`src/hw/rtl/speed_limited_position_integrator_top_assert.svh`:
```
// Assertion macros for the speed-limited position integrator top level.
// Expects a clock named aclk and an active-low reset named aresetn in scope.
`ifndef SPEED_LIMITED_POSITION_INTEGRATOR_TOP_ASSERT_SVH
`define SPEED_LIMITED_POSITION_INTEGRATOR_TOP_ASSERT_SVH

`ifndef ASSERT_OFF

// Same-cycle implication, checked out of reset
`define SLPI_ASSERT_IMP(lbl, ante, cons) \
    lbl: assert property (@(posedge aclk) disable iff (!aresetn) (ante) |-> (cons)) \
        else $error("slpi: same-cycle check failed");

// Next-cycle implication, checked out of reset
`define SLPI_ASSERT_NXT(lbl, ante, cons) \
    lbl: assert property (@(posedge aclk) disable iff (!aresetn) (ante) |=> (cons)) \
        else $error("slpi: next-cycle check failed");

`else

`define SLPI_ASSERT_IMP(lbl, ante, cons)
`define SLPI_ASSERT_NXT(lbl, ante, cons)

`endif

`endif

```
`src/hw/rtl/slpi_pkg.sv`:
```
// Shared types and codes for the speed-limited position integrator.
// Used by slpi_ctrl, slpi_dp and the top level; depends on nothing.
package slpi_pkg;

    // Item kinds
    localparam logic [1:0] OP_CMD     = 2'd0;
    localparam logic [1:0] OP_TICK    = 2'd1;
    localparam logic [1:0] OP_RESTART = 2'd2;

    // Configuration register indexes
    localparam logic [2:0] CFG_SPEED_LIMIT = 3'd0;
    localparam logic [2:0] CFG_TIMEOUT     = 3'd1;
    localparam logic [2:0] CFG_STEP_TIME   = 3'd2;
    localparam logic [2:0] CFG_START_X     = 3'd3;
    localparam logic [2:0] CFG_START_Y     = 3'd4;

    // Shared multiplier operand selects
    localparam logic [2:0] MUL_AX_SQ   = 3'd0;
    localparam logic [2:0] MUL_AY_SQ   = 3'd1;
    localparam logic [2:0] MUL_LIM_SQ  = 3'd2;
    localparam logic [2:0] MUL_VX_LIM  = 3'd3;
    localparam logic [2:0] MUL_VY_LIM  = 3'd4;
    localparam logic [2:0] MUL_VX_STEP = 3'd5;
    localparam logic [2:0] MUL_VY_STEP = 3'd6;

    // Controller to datapath commands
    typedef struct packed {
        logic       load_in;
        logic       restart;
        logic       clear_ticks;
        logic       tick_start;
        logic       mul_en;
        logic [2:0] mul_sel;
        logic       s2_load;
        logic       s2_acc;
        logic       vel_from_cmd;
        logic       sqrt_init;
        logic       sqrt_step;
        logic       div_init;
        logic       div_step;
        logic       wr_vx;
        logic       wr_vy;
        logic       pos_upd_x;
        logic       pos_upd_y;
        logic       load_out;
    } slpi_cmd_t;

    // Datapath to controller status
    typedef struct packed {
        logic live;      // ticks since command below timeout
        logic over;      // squared speed above squared limit
        logic out_free;  // output register can take a result
    } slpi_stat_t;

endpackage

```
`src/hw/rtl/speed_limited_position_integrator_top.sv`:
```
// Top level of the speed-limited position integrator.
// Depends on slpi_pkg, slpi_ctrl, slpi_dp and the assertion macro header.

// One item is worked on at a time. A live tick multiplies the x velocity by
// the step time, updates x while multiplying for y, then updates y and emits
// its result; a tick that has timed out goes straight to emitting. A restart
// or an ignored code is done when it is accepted. A command compares the sum
// of the squares of its parts with the squared limit; one within the speed
// limit is taken as the velocity as it is, and one above it is scaled by a
// bit-serial square root followed by two bit-serial divisions that share one
// 24x24 multiplier. A finished tick result sits in an output register, so the
// next item is accepted while it waits; a further tick holds only if that
// register is still full when it finishes. Configuration writes are always
// taken and are meant to be made while the block is idle.
module speed_limited_position_integrator_top (
    input  logic               aclk,
    input  logic               aresetn,
    input  logic               s_valid,
    output logic               s_ready,
    input  logic [1:0]         s_op,
    input  logic signed [23:0] s_cmd_vx,
    input  logic signed [23:0] s_cmd_vy,
    output logic               m_valid,
    input  logic               m_ready,
    output logic signed [31:0] m_out_x,
    output logic signed [31:0] m_out_y,
    output logic               m_moved,
    input  logic               cfg_valid,
    output logic               cfg_ready,
    input  logic [2:0]         cfg_index,
    input  logic [31:0]        cfg_data
);

`include "speed_limited_position_integrator_top_assert.svh"

    slpi_pkg::slpi_cmd_t  cmd;
    slpi_pkg::slpi_stat_t stat;

    // Configuration writes never stall
    assign cfg_ready = 1'b1;

    slpi_ctrl u_ctrl (
        .aclk    (aclk),
        .aresetn (aresetn),
        .s_valid (s_valid),
        .s_ready (s_ready),
        .s_op    (s_op),
        .stat    (stat),
        .cmd     (cmd)
    );

    slpi_dp u_dp (
        .aclk      (aclk),
        .aresetn   (aresetn),
        .cmd       (cmd),
        .stat      (stat),
        .cfg_valid (cfg_valid),
        .cfg_index (cfg_index),
        .cfg_data  (cfg_data),
        .s_cmd_vx  (s_cmd_vx),
        .s_cmd_vy  (s_cmd_vy),
        .m_valid   (m_valid),
        .m_ready   (m_ready),
        .m_out_x   (m_out_x),
        .m_out_y   (m_out_y),
        .m_moved   (m_moved)
    );

    // A result appears only when the controller loads the output register
    `SLPI_ASSERT_IMP(a_rise_needs_load, $rose(m_valid), $past(cmd.load_out))
    // A command transaction keeps the input closed on the next cycle
    `SLPI_ASSERT_NXT(a_cmd_busy, s_valid && s_ready && (s_op == slpi_pkg::OP_CMD), !s_ready)
    // Only a tick transaction can lead to a result
    `SLPI_ASSERT_NXT(a_no_result_non_tick, s_valid && s_ready && (s_op != slpi_pkg::OP_TICK), !$rose(m_valid))

endmodule

```
`src/hw/rtl/slpi_ctrl.sv`:
```
// Controller state machine for the speed-limited position integrator.
// Depends on slpi_pkg; drives slpi_dp through slpi_cmd_t, reads slpi_stat_t.
module slpi_ctrl (
    input  logic                 aclk,
    input  logic                 aresetn,
    input  logic                 s_valid,
    output logic                 s_ready,
    input  logic [1:0]           s_op,
    input  slpi_pkg::slpi_stat_t stat,
    output slpi_pkg::slpi_cmd_t  cmd
);

    localparam logic [3:0] ST_IDLE  = 4'd0;
    localparam logic [3:0] ST_SQX   = 4'd1;
    localparam logic [3:0] ST_SQY   = 4'd2;
    localparam logic [3:0] ST_LIM   = 4'd3;
    localparam logic [3:0] ST_CMP   = 4'd4;
    localparam logic [3:0] ST_SQRT  = 4'd5;
    localparam logic [3:0] ST_MULX  = 4'd6;
    localparam logic [3:0] ST_DIVX  = 4'd7;
    localparam logic [3:0] ST_MULY  = 4'd8;
    localparam logic [3:0] ST_DIVY  = 4'd9;
    localparam logic [3:0] ST_WRY   = 4'd10;
    localparam logic [3:0] ST_TMULX = 4'd11;
    localparam logic [3:0] ST_TADDX = 4'd12;
    localparam logic [3:0] ST_TADDY = 4'd13;
    localparam logic [3:0] ST_EMIT  = 4'd14;

    // 24 result bits for both the root and the quotients
    localparam logic [4:0] ITER_LAST = 5'd23;

    logic [3:0] state_reg, state_next;
    logic [4:0] cnt_reg, cnt_next;
    logic       accept;

    assign s_ready = (state_reg == ST_IDLE);
    assign accept  = s_valid && s_ready;

    // Sequence the shared multiplier, root and divider
    always_comb begin
        state_next = state_reg;
        cnt_next   = cnt_reg;
        cmd        = '0;
        case (state_reg)
            ST_IDLE: begin
                if (accept) begin
                    cmd.load_in = 1'b1;
                    case (s_op)
                        slpi_pkg::OP_CMD: begin
                            cmd.clear_ticks = 1'b1;
                            state_next      = ST_SQX;
                        end
                        slpi_pkg::OP_TICK: begin
                            cmd.tick_start = 1'b1;
                            state_next     = stat.live ? ST_TMULX : ST_EMIT;
                        end
                        slpi_pkg::OP_RESTART: begin
                            cmd.restart = 1'b1;
                        end
                        default: begin
                        end
                    endcase
                end
            end
            ST_SQX: begin
                cmd.mul_en  = 1'b1;
                cmd.mul_sel = slpi_pkg::MUL_AX_SQ;
                state_next  = ST_SQY;
            end
            ST_SQY: begin
                cmd.mul_en  = 1'b1;
                cmd.mul_sel = slpi_pkg::MUL_AY_SQ;
                cmd.s2_load = 1'b1;
                state_next  = ST_LIM;
            end
            ST_LIM: begin
                cmd.mul_en  = 1'b1;
                cmd.mul_sel = slpi_pkg::MUL_LIM_SQ;
                cmd.s2_acc  = 1'b1;
                state_next  = ST_CMP;
            end
            ST_CMP: begin
                if (stat.over) begin
                    cmd.sqrt_init = 1'b1;
                    cnt_next      = '0;
                    state_next    = ST_SQRT;
                end else begin
                    cmd.vel_from_cmd = 1'b1;
                    state_next       = ST_IDLE;
                end
            end
            ST_SQRT: begin
                cmd.sqrt_step = 1'b1;
                cnt_next      = cnt_reg + 5'd1;
                if (cnt_reg == ITER_LAST) begin
                    state_next = ST_MULX;
                end
            end
            ST_MULX: begin
                cmd.mul_sel  = slpi_pkg::MUL_VX_LIM;
                cmd.div_init = 1'b1;
                cnt_next     = '0;
                state_next   = ST_DIVX;
            end
            ST_DIVX: begin
                cmd.div_step = 1'b1;
                cnt_next     = cnt_reg + 5'd1;
                if (cnt_reg == ITER_LAST) begin
                    state_next = ST_MULY;
                end
            end
            ST_MULY: begin
                cmd.wr_vx    = 1'b1;
                cmd.mul_sel  = slpi_pkg::MUL_VY_LIM;
                cmd.div_init = 1'b1;
                cnt_next     = '0;
                state_next   = ST_DIVY;
            end
            ST_DIVY: begin
                cmd.div_step = 1'b1;
                cnt_next     = cnt_reg + 5'd1;
                if (cnt_reg == ITER_LAST) begin
                    state_next = ST_WRY;
                end
            end
            ST_WRY: begin
                cmd.wr_vy  = 1'b1;
                state_next = ST_IDLE;
            end
            ST_TMULX: begin
                cmd.mul_en  = 1'b1;
                cmd.mul_sel = slpi_pkg::MUL_VX_STEP;
                state_next  = ST_TADDX;
            end
            ST_TADDX: begin
                cmd.pos_upd_x = 1'b1;
                cmd.mul_en    = 1'b1;
                cmd.mul_sel   = slpi_pkg::MUL_VY_STEP;
                state_next    = ST_TADDY;
            end
            ST_TADDY: begin
                cmd.pos_upd_y = 1'b1;
                state_next    = ST_EMIT;
            end
            ST_EMIT: begin
                // Hold until the output register frees up
                if (stat.out_free) begin
                    cmd.load_out = 1'b1;
                    state_next   = ST_IDLE;
                end
            end
            default: begin
                state_next = ST_IDLE;
            end
        endcase
    end

    always_ff @(posedge aclk) begin
        if (!aresetn) begin
            state_reg <= ST_IDLE;
            cnt_reg   <= '0;
        end else begin
            state_reg <= state_next;
            cnt_reg   <= cnt_next;
        end
    end

endmodule

```
`src/hw/rtl/slpi_dp.sv`:
```
// Datapath for the speed-limited position integrator: state, configuration,
// shared multiplier, bit-serial root and divider. Depends on slpi_pkg.
module slpi_dp (
    input  logic                 aclk,
    input  logic                 aresetn,
    input  slpi_pkg::slpi_cmd_t  cmd,
    output slpi_pkg::slpi_stat_t stat,
    input  logic                 cfg_valid,
    input  logic [2:0]           cfg_index,
    input  logic [31:0]          cfg_data,
    input  logic signed [23:0]   s_cmd_vx,
    input  logic signed [23:0]   s_cmd_vy,
    output logic                 m_valid,
    input  logic                 m_ready,
    output logic signed [31:0]   m_out_x,
    output logic signed [31:0]   m_out_y,
    output logic                 m_moved
);

    // Magnitude of a signed Q12.12 value; the most negative value maps to 2^23
    function automatic logic [23:0] mag24(input logic [23:0] v);
        mag24 = v[23] ? (~v + 24'd1) : v;
    endfunction

    // Add a signed step of magnitude d to pos, saturating to 32 bits
    function automatic logic [31:0] sat_step(input logic [31:0] pos,
                                             input logic neg,
                                             input logic [27:0] d);
        logic [33:0] dd;
        logic [33:0] sum;
        dd  = {6'd0, d};
        sum = {{2{pos[31]}}, pos} + (neg ? (~dd + 34'd1) : dd);
        if (sum[33] && !(sum[32] && sum[31])) begin
            sat_step = 32'h8000_0000;
        end else if (!sum[33] && (sum[32] || sum[31])) begin
            sat_step = 32'h7FFF_FFFF;
        end else begin
            sat_step = sum[31:0];
        end
    endfunction

    // Configuration
    logic [22:0] limit_reg;
    logic [15:0] timeout_reg;
    logic [15:0] step_reg;
    logic [31:0] start_x_reg;
    logic [31:0] start_y_reg;

    // Architectural state
    logic [31:0] pos_x_reg;
    logic [31:0] pos_y_reg;
    logic [23:0] vel_x_reg;
    logic [23:0] vel_y_reg;
    logic [15:0] ticks_reg;

    // Working registers
    logic [23:0] in_vx_reg;
    logic [23:0] in_vy_reg;
    logic [47:0] prod_reg;
    logic [47:0] s2_reg;
    logic [25:0] srem_reg;
    logic [23:0] root_reg;
    logic [23:0] drem_reg;
    logic [23:0] dq_reg;
    logic        moved_reg;

    // Output register
    logic        m_valid_reg;
    logic [31:0] out_x_reg;
    logic [31:0] out_y_reg;
    logic        out_moved_reg;

    logic [23:0] mul_a;
    logic [23:0] mul_b;
    logic [47:0] mul_p;
    logic [27:0] sq_shift;
    logic [27:0] sq_trial;
    logic        sq_ge;
    logic [24:0] dv_shift;
    logic        dv_ge;
    logic [23:0] quot_mag;
    logic [23:0] quot_signed;

    // Select multiplier operands
    always_comb begin
        case (cmd.mul_sel)
            slpi_pkg::MUL_AX_SQ: begin
                mul_a = mag24(in_vx_reg);
                mul_b = mag24(in_vx_reg);
            end
            slpi_pkg::MUL_AY_SQ: begin
                mul_a = mag24(in_vy_reg);
                mul_b = mag24(in_vy_reg);
            end
            slpi_pkg::MUL_LIM_SQ: begin
                mul_a = {1'b0, limit_reg};
                mul_b = {1'b0, limit_reg};
            end
            slpi_pkg::MUL_VX_LIM: begin
                mul_a = mag24(in_vx_reg);
                mul_b = {1'b0, limit_reg};
            end
            slpi_pkg::MUL_VY_LIM: begin
                mul_a = mag24(in_vy_reg);
                mul_b = {1'b0, limit_reg};
            end
            slpi_pkg::MUL_VX_STEP: begin
                mul_a = mag24(vel_x_reg);
                mul_b = {8'd0, step_reg};
            end
            slpi_pkg::MUL_VY_STEP: begin
                mul_a = mag24(vel_y_reg);
                mul_b = {8'd0, step_reg};
            end
            default: begin
                mul_a = '0;
                mul_b = '0;
            end
        endcase
    end

    assign mul_p = mul_a * mul_b;

    // Root: one result bit per cycle, two radicand bits brought down
    assign sq_shift = {srem_reg, s2_reg[47:46]};
    assign sq_trial = {2'b00, root_reg, 2'b01};
    assign sq_ge    = (sq_shift >= sq_trial);

    // Divider: one quotient bit per cycle, dividend bits shifted out of dq_reg
    assign dv_shift = {drem_reg, dq_reg[23]};
    assign dv_ge    = (dv_shift >= {1'b0, root_reg});

    // Scaled velocity takes the sign of the commanded part
    assign quot_mag    = dq_reg;
    assign quot_signed = ~quot_mag + 24'd1;

    assign stat.live     = (ticks_reg < timeout_reg);
    assign stat.over     = (s2_reg > prod_reg);
    assign stat.out_free = !m_valid_reg || m_ready;

    // Configuration writes
    always_ff @(posedge aclk) begin
        if (!aresetn) begin
            limit_reg   <= 23'd4096;
            timeout_reg <= 16'd33;
            step_reg    <= 16'd1966;
            start_x_reg <= '0;
            start_y_reg <= '0;
        end else if (cfg_valid) begin
            case (cfg_index)
                slpi_pkg::CFG_SPEED_LIMIT: limit_reg   <= cfg_data[22:0];
                slpi_pkg::CFG_TIMEOUT:     timeout_reg <= cfg_data[15:0];
                slpi_pkg::CFG_STEP_TIME:   step_reg    <= cfg_data[15:0];
                slpi_pkg::CFG_START_X:     start_x_reg <= cfg_data;
                slpi_pkg::CFG_START_Y:     start_y_reg <= cfg_data;
                default: begin
                end
            endcase
        end
    end

    // Position, velocity and tick count
    always_ff @(posedge aclk) begin
        if (!aresetn) begin
            pos_x_reg <= '0;
            pos_y_reg <= '0;
            vel_x_reg <= '0;
            vel_y_reg <= '0;
            ticks_reg <= '0;
        end else begin
            if (cmd.restart) begin
                pos_x_reg <= start_x_reg;
                pos_y_reg <= start_y_reg;
                vel_x_reg <= '0;
                vel_y_reg <= '0;
            end
            if (cmd.restart || cmd.clear_ticks) begin
                ticks_reg <= '0;
            end else if (cmd.tick_start && (ticks_reg != 16'hFFFF)) begin
                ticks_reg <= ticks_reg + 16'd1;
            end
            if (cmd.vel_from_cmd) begin
                vel_x_reg <= in_vx_reg;
                vel_y_reg <= in_vy_reg;
            end
            if (cmd.wr_vx) begin
                vel_x_reg <= in_vx_reg[23] ? quot_signed : quot_mag;
            end
            if (cmd.wr_vy) begin
                vel_y_reg <= in_vy_reg[23] ? quot_signed : quot_mag;
            end
            if (cmd.pos_upd_x) begin
                pos_x_reg <= sat_step(pos_x_reg, vel_x_reg[23], prod_reg[39:12]);
            end
            if (cmd.pos_upd_y) begin
                pos_y_reg <= sat_step(pos_y_reg, vel_y_reg[23], prod_reg[39:12]);
            end
        end
    end

    // Working registers: latched item, product, root and divider
    always_ff @(posedge aclk) begin
        if (cmd.load_in) begin
            in_vx_reg <= s_cmd_vx;
            in_vy_reg <= s_cmd_vy;
        end
        if (cmd.tick_start) begin
            moved_reg <= stat.live;
        end
        if (cmd.mul_en) begin
            prod_reg <= mul_p;
        end
        if (cmd.s2_load) begin
            s2_reg <= prod_reg;
        end else if (cmd.s2_acc) begin
            s2_reg <= s2_reg + prod_reg;
        end else if (cmd.sqrt_step) begin
            s2_reg <= {s2_reg[45:0], 2'b00};
        end
        if (cmd.sqrt_init) begin
            srem_reg <= '0;
            root_reg <= '0;
        end else if (cmd.sqrt_step) begin
            srem_reg <= sq_ge ? 26'(sq_shift - sq_trial) : sq_shift[25:0];
            root_reg <= {root_reg[22:0], sq_ge};
        end
        if (cmd.div_init) begin
            drem_reg <= mul_p[47:24];
            dq_reg   <= mul_p[23:0];
        end else if (cmd.div_step) begin
            drem_reg <= dv_ge ? 24'(dv_shift - {1'b0, root_reg}) : dv_shift[23:0];
            dq_reg   <= {dq_reg[22:0], dv_ge};
        end
    end

    // Output register: hold a result until it is taken
    always_ff @(posedge aclk) begin
        if (!aresetn) begin
            m_valid_reg <= 1'b0;
        end else if (cmd.load_out) begin
            m_valid_reg <= 1'b1;
        end else if (m_ready) begin
            m_valid_reg <= 1'b0;
        end
    end

    always_ff @(posedge aclk) begin
        if (cmd.load_out) begin
            out_x_reg     <= pos_x_reg;
            out_y_reg     <= pos_y_reg;
            out_moved_reg <= moved_reg;
        end
    end

    assign m_valid = m_valid_reg;
    assign m_out_x = out_x_reg;
    assign m_out_y = out_y_reg;
    assign m_moved = out_moved_reg;

endmodule
```
`config.mk`:
```
export PLATFORM = sky130hd
export DESIGN_NAME = speed_limited_position_integrator_top
export DESIGN_NICKNAME = d
export VERILOG_FILES = /design/src/hw/rtl/slpi_pkg.sv /design/src/hw/rtl/speed_limited_position_integrator_top.sv /design/src/hw/rtl/slpi_ctrl.sv /design/src/hw/rtl/slpi_dp.sv
export VERILOG_INCLUDE_DIRS = /design/src /design/src/hw/rtl
export SDC_FILE = /design/constraint.sdc
export NUM_CORES = 2
export LEC_CHECK = 0
export BUFFER_PORTS_ARGS = -buffer_cell sky130_fd_sc_hd__buf_4
export CAP_MARGIN = 5
export CORE_AREA = 2 2 306 308
export DETAILED_ROUTE_END_ITERATION = 6
export DIE_AREA = 0 0 308 310
export PLACE_DENSITY_LB_ADDON = 0.3
export SETUP_SLACK_MARGIN = 0.05
export SLEW_MARGIN = 20
export SYNTH_ARGS = -nofsm -noshare
export SYNTH_HDL_FRONTEND = slang
export SYNTH_SLANG_ARGS = --single-unit
```
`constraint.sdc`:
```
create_clock -name aclk -period 13.99 [get_ports aclk]
set_input_delay 0.6995 -clock aclk [delete_from_list [all_inputs] [get_ports aclk]]
set_output_delay 0.6995 -clock aclk [all_outputs]
set_load 0.05 [all_outputs]
```
Word level (Yosys, flattened, before mapping)
Cells that the tools add are included.

cells by class
  $add $sub $neg = 13
  multipliers = 1
  div/mod/pow operators = 0
  $lt $le $gt $ge = 4
  eq/ne operators = 35
  shifts and indexed selects = 0
  mux-type cells = 66
  bitwise logic cells = 7
  reductions and logical operators = 45

operators by type and width
  cell                   number
  $mux 24                16
  $mux 32                8
  $mux 48                3
  $add 24x1->24 const B  5
  $not 24->24            5
  $pmux 24 s5            1
  $pmux 24 s4            1
  $add 34x34->34         2
  $mux 34                2
  $pmux 4 s14            1
  $add 48x48->48         1
  $gt 48x48->1           1
  $mul 24x24->48         1
  $add 34x1->34 const B  1
  $not 28->34            1
  $eq 4x4->1 const B     7
  $ge 28x26->1           1
  $mux 4                 7
  $mux 26                1
  $sub 26x26->26         1
  $ge 25x24->1           1
  $sub 24x24->24         1
  $mux 1                 19
  $pmux 3 s6             1
  other kinds (35)       83

storage, ports and cells
  register bits after elaboration = 565
  latch bits = 0
  RAM bits = 0
  memory bits (read-only) = 0
  output and inout port bits = 68
  word-level logic and storage cells = 196
  memories kept = 0

Longest topological paths before layout
  depth after elaboration = 9
  mapped depth = 40

By module
A second synthesis with hierarchy kept.

unflattened totals
  cells, all modules = 6620
  area total of the unflattened synthesis = 56533.0 um2

modules (own cells, without submodules)
  module                                 instances  cells an instance  area an instance (um2)
  slpi_dp                                1          6505               55710.9
  slpi_ctrl                              1          113                810.8
  speed_limited_position_integrator_top  1          2                  11.3

Least setup slack after synthesis
Ideal clock, no wire load.

  kind = flip-flop to flip-flop
  start point = reg u_ctrl.state_reg[2]
  end point = reg u_dp.drem_reg[22] (data pin)
  library setup time = 261 ps
  arrival = 11836 ps
  slack = 1894 ps
  cell stages (with the launch flop) = 34
  clock period less this slack = 12096 ps
  cell sequence = dfxtp_1 > nand2b_1 > o21ai_0 > nor2b_1 > clkbuf_1 > or3_1 > clkbuf_1 > buf_2 > o21ai_0 > a21oi_1 > nor2_1 > fa_1 > inv_1 > fa_1 > inv_1 > fa_1 > fa_1 > fa_1 > fa_1 > inv_1 > fa_1 > inv_1 > ha_1 > and3_1 > a221oi_1 > o211ai_1 > nand2_1 > o211ai_1 > a31oi_1 > o21ai_0 > and3_1 > a21oi_1 > mux2_2 > o311a_1

on the way
  word-level cells in the longest chain between the ends = 7
  elaborated cells between the ends (all ways) = 24
  those cells by class = mul: 1; eq/ne: 12; mux: 5; reduce/logical: 6

RTL lines
  element                                                                     line              text
  from (decl)                                                                 slpi_ctrl.sv:32   logic [3:0] state_reg, state_next;
  from (signal assigned)                                                      slpi_ctrl.sv:163  state_reg <= state_next;
  $eq 4x4->1 (tied with other cells)                                          slpi_ctrl.sv:44   case (state_reg)
  $pmux 3 s6                                                                  slpi_ctrl.sv:44
  $eq 3x2->1 (tied with other cells)                                          slpi_dp.sv:86     case (cmd.mul_sel)
  $reduce_or 3->1 (no source line) / $reduce_or 2->1 (equally long branches)  -
  $pmux 24 s4 / $pmux 24 s5 (equally long branches)                           slpi_dp.sv:86
  $mul 24x24->48                                                              slpi_dp.sv:122    assign mul_p = mul_a * mul_b;
  $mux 24 (*)                                                                 slpi_dp.sv:227    if (cmd.div_init) begin
  to (signal assigned)                                                        slpi_dp.sv:228    drem_reg <= mul_p[47:24];
  to (signal assigned)                                                        slpi_dp.sv:231    drem_reg <= dv_ge ? 24'(dv_shift - {1'b0, root_reg}) : dv_shift[23:0];
  to (decl)                                                                   slpi_dp.sv:63     logic [23:0] drem_reg;

Mark *: on every way between the ends. The rest lies on a longest branch, timed or not.
A chain may end at the register's enable or synchronous reset.

Worst setup path after layout
  start point = reg u_ctrl.state_reg[1]
  end point = reg u_dp.drem_reg[22] (data pin)

Same word-level chain as after synthesis.

==> results.rst <==
.. list-table::
   :header-rows: 1

   * - Metric
     - Value
   * - Top flip-flop cell by instance count after synthesis
     - sky130_fd_sc_hd__dfxtp_1
   * - Final design instance area without fill
     - 0.0595 mm2
   * - Total of cells resized after clock tree synthesis
     - 0
   * - Number of enable flip-flop cells after synthesis
     - about 260
   * - Async set or reset register ratio after synthesis
     - 0%
   * - Post-synthesis cell type count
     - slightly below 90
   * - Clk_lat worst skew
     - 0.66 ns
   * - Number of antenna violations at the first check in global routing
     - 9
   * - Maximum number of pins on one net before global-route repair
     - 67
   * - Total congestion overflow
     - 0
   * - Portion of the post-synthesis area used by sequential elements
     - between 20% and 30%
   * - Number of I/O pins
     - about 160
   * - Pre-antenna DRT Iters
     - 6
   * - Hold Crit Class
     - in2reg
   * - Post-detailed-route via-to-cell ratio
     - slightly above 6
   * - Unrepaired setup endpoints after global routing
     - no
   * - Most used cell along the critical path
     - sky130_fd_sc_hd__fa_1
   * - Netlist area before placement
     - between 0.05 and 0.06 mm2
   * - Dpl ws
     - between 2 and 2.5 ns
   * - Period utilisation layout
     - 85.6%
   * - Post-Synthesis Cells
     - approximately 6500
   * - DRT antenna net count
     - 0
   * - Number of design rule violations left after detail routing
     - 0
   * - Post-route setup TNS
     - 0 ns
   * - Final setup violating endpoints
     - 0
   * - Post-synthesis area per instance
     - approximately 8.5 um2
   * - Final HPWL DP
     - between 100 and 150 mm
   * - Fin util
     - 64.4%
   * - Maximum operating frequency
     - around 83 MHz
   * - Cell Rows
     - 112
   * - Worst setup skew after layout
     - about 0.043 ns
   * - Global-route wire length before repair
     - approximately 270 mm
   * - Layout overhead on the synthesized area
     - 8.30%
   * - Chip Width
     - about 300 um
   * - Post-DP Area
     - roughly 0.057 mm2
   * - Total number of vias
     - roughly 48000
   * - Die boundary height
     - 310 um
   * - Clock Root Buffer
     - sky130_fd_sc_hd__clkbuf_16
   * - Final min period
     - between 10 and 15 ns
   * - Seq cells post-synth
     - about 570
   * - Via count of the first global-routing pass
     - 46161
   * - Starting density of the core
     - 59.4%
   * - Antenna cells
     - 0
   * - R2r startpoint
     - u_ctrl.state_reg[1]$_SDFFE_PN0P_
   * - Num CTS Buffers
     - between 60 and 70
   * - RD Place Congestion
     - between 1 and 1.5
   * - TritonCTS clock tree
     - done
   * - Hold Violations, Final
     - 0
   * - Synth warn
     - 0
   * - Maximum single-stage delay on the critical path
     - between 0.9 and 1 ns
   * - Max H-tree Level
     - 3
   * - Slew headroom
     - ~16%
   * - Floorplan die area
     - 0.0955 mm2
   * - Hold bufs inserted after CTS
     - 0
   * - Max Cap Violations
     - 0
   * - Detailed-route wire length per cell
     - 22.9 um
   * - Critical Path Start Type
     - flop
   * - Endpoint class of the critical path
     - flop
   * - GRT Overall Usage
     - a little under two fifths
   * - Ratio of cells with drive above 1 in the final layout
     - about 7%
   * - Slowest cell on the critical path
     - sky130_fd_sc_hd__nand3_1
   * - Post-CTS Setup Inserts
     - 0
   * - Least setup slack across all paths after layout
     - ~2.0 ns
   * - Sink count of the clock tree
     - around 570
   * - Clock transition at path regs
     - ~0.060 ns
   * - Iter 0 DRT Violations
     - about 4900
   * - Worst Path Class, Setup
     - reg2reg
   * - Data arrival time at the worst-slack endpoint
     - 12.36 ns
   * - Core region area
     - between 0.09 and 0.1 mm2
   * - Clock Tree Buf Depth
     - 3
   * - Start point of the worst min-delay path
     - s_cmd_vx[19]
   * - Status
     - completed
   * - Final Routed Wirelength
     - around 180 mm
   * - Required arrival time at the worst endpoint
     - between 10 and 15 ns
   * - Max FO, Critical Path
     - 26
   * - Number of nets in the final layout
     - ~7500
   * - Max Slew Vio Count
     - 0
   * - Measured slew at the worst slew-check pin
     - approximately 1.3 ns
   * - Number of input and output port buffers inserted
     - approximately 160
   * - Start point of the critical path
     - u_ctrl.state_reg[1]$_SDFFE_PN0P_
## layout by cell type, fill, tap and decap left out, types with 21 or more instances in the layout
cell type,n
sky130_fd_sc_hd__a211oi_1,67
sky130_fd_sc_hd__a21o_1,114
sky130_fd_sc_hd__a21oi_1,440
sky130_fd_sc_hd__a221oi_1,46
sky130_fd_sc_hd__a22oi_1,54
sky130_fd_sc_hd__a31o_2,29
sky130_fd_sc_hd__a31oi_1,26
sky130_fd_sc_hd__and2_0,23
sky130_fd_sc_hd__and2_1,113
sky130_fd_sc_hd__and3_1,22
sky130_fd_sc_hd__buf_4,242
sky130_fd_sc_hd__clkbuf_1,21
sky130_fd_sc_hd__clkbuf_16,71
sky130_fd_sc_hd__dfxtp_1,305
sky130_fd_sc_hd__edfxtp_1,258
sky130_fd_sc_hd__fa_1,486
sky130_fd_sc_hd__ha_1,408
sky130_fd_sc_hd__inv_1,773
sky130_fd_sc_hd__nand2_1,1009
sky130_fd_sc_hd__nand2b_1,46
sky130_fd_sc_hd__nand3_1,89
sky130_fd_sc_hd__nand4_1,40
sky130_fd_sc_hd__nor2_1,379
sky130_fd_sc_hd__nor2b_1,42
sky130_fd_sc_hd__nor3_1,83
sky130_fd_sc_hd__nor4_1,22
sky130_fd_sc_hd__o211ai_1,29
sky130_fd_sc_hd__o21a_1,43
sky130_fd_sc_hd__o21ai_0,387
sky130_fd_sc_hd__o21bai_1,44
sky130_fd_sc_hd__o22ai_1,42
sky130_fd_sc_hd__o31ai_1,41
sky130_fd_sc_hd__or3_1,45
sky130_fd_sc_hd__or4_1,22
sky130_fd_sc_hd__xnor2_1,194
sky130_fd_sc_hd__xor2_1,168
## cells in the mapped netlist (all sizes together) (168+ instances only)
master | number | area share [%]
a21oi | 440 | 4.0
xnor2 | 195 | 3.1
nand2 | 1012 | 6.9
fa | 486 | 18
dfxtp | 307 | 11
ha | 408 | 9.3
edfxtp | 258 | 14
nor2 | 380 | 2.6
o21ai | 401 | 3.7
clkbuf | 307 | 2.1
inv | 775 | 5.3
xor2 | 168 | 2.7
## final timing paths
kind                                  end  slack, ns  cells past startpoint
min          u_dp.in_vx_reg[19]$_DFFE_PP_       0.22                      1
max reg2reg   u_dp.drem_reg[22]$_DFFE_PP_       2.01                     32
min reg2reg        u_dp.m_moved$_DFFE_PP_       0.44                      0
max           u_dp.drem_reg[22]$_DFFE_PP_       2.01                     32
## through the flow
step / hold slack (ns) / std cells
final: 0.219 / 7725
after global routing: 0.206 / 7725
after CTS: 0.194 / 7725
after detailed placement: 0.423 / 7599
after global placement: 0.429 / 7599
after floorplan: 0.400 / 6509
## metal layers
metal / GRT usage [%] / vias up / share of wire, %
li1: - / 21769 / -
met5: 0 / - / 0.016
met1: 50.0 / 23413 / 40
met2: 57.5 / 2366 / 45
met3: 6.59 / 525 / 9.8
met4: 18.7 / 4 / 5.8
## critical path: cells and delay by family, from the launching register on
family	cells	cell delay, ns
multiplexers	1	0.39
adder cells (fa/ha/maj)	8	3.77
AND/OR/NAND/NOR	7	2.83
AO/OA/AOI/OAI	9	3.07
buffers and inverters	7	0.63
flip-flops	1	0.94
## area by class of cell
type	count	area, um2
clock inverter	29	418
sequential	565	13900
fill	7856	32900
timing repair buffer	242	1820
multi-input combinational	4819	37100
tap	1197	1500
clock buffer	97	1920
inverter	776	2910
## kinds of logic (layout without fill, tap and decap cells)
| family | count (synthesis) | after routing | share of synthesized area (%) |
|---|---|---|---|
| adders and majority gates | 894 | 894 | 27.0 |
| DFF | 565 | 565 | 25.3 |
| xor gates and xnor gates | 363 | 363 | 5.82 |
| buffers and inverters | 1125 | 1144 | 7.74 |
| other | 2 | 12 | 0.0137 |
| AOI/OAI and AO/OA | 1510 | 1510 | 17.2 |
| and+or+nand+nor | 2010 | 2010 | 16.4 |
| muxes | 30 | 30 | 0.573 |
Power is left out: the tool's default activity adds up to more than one toggle a clock period on the data nets, which glitch-free logic cannot reach.
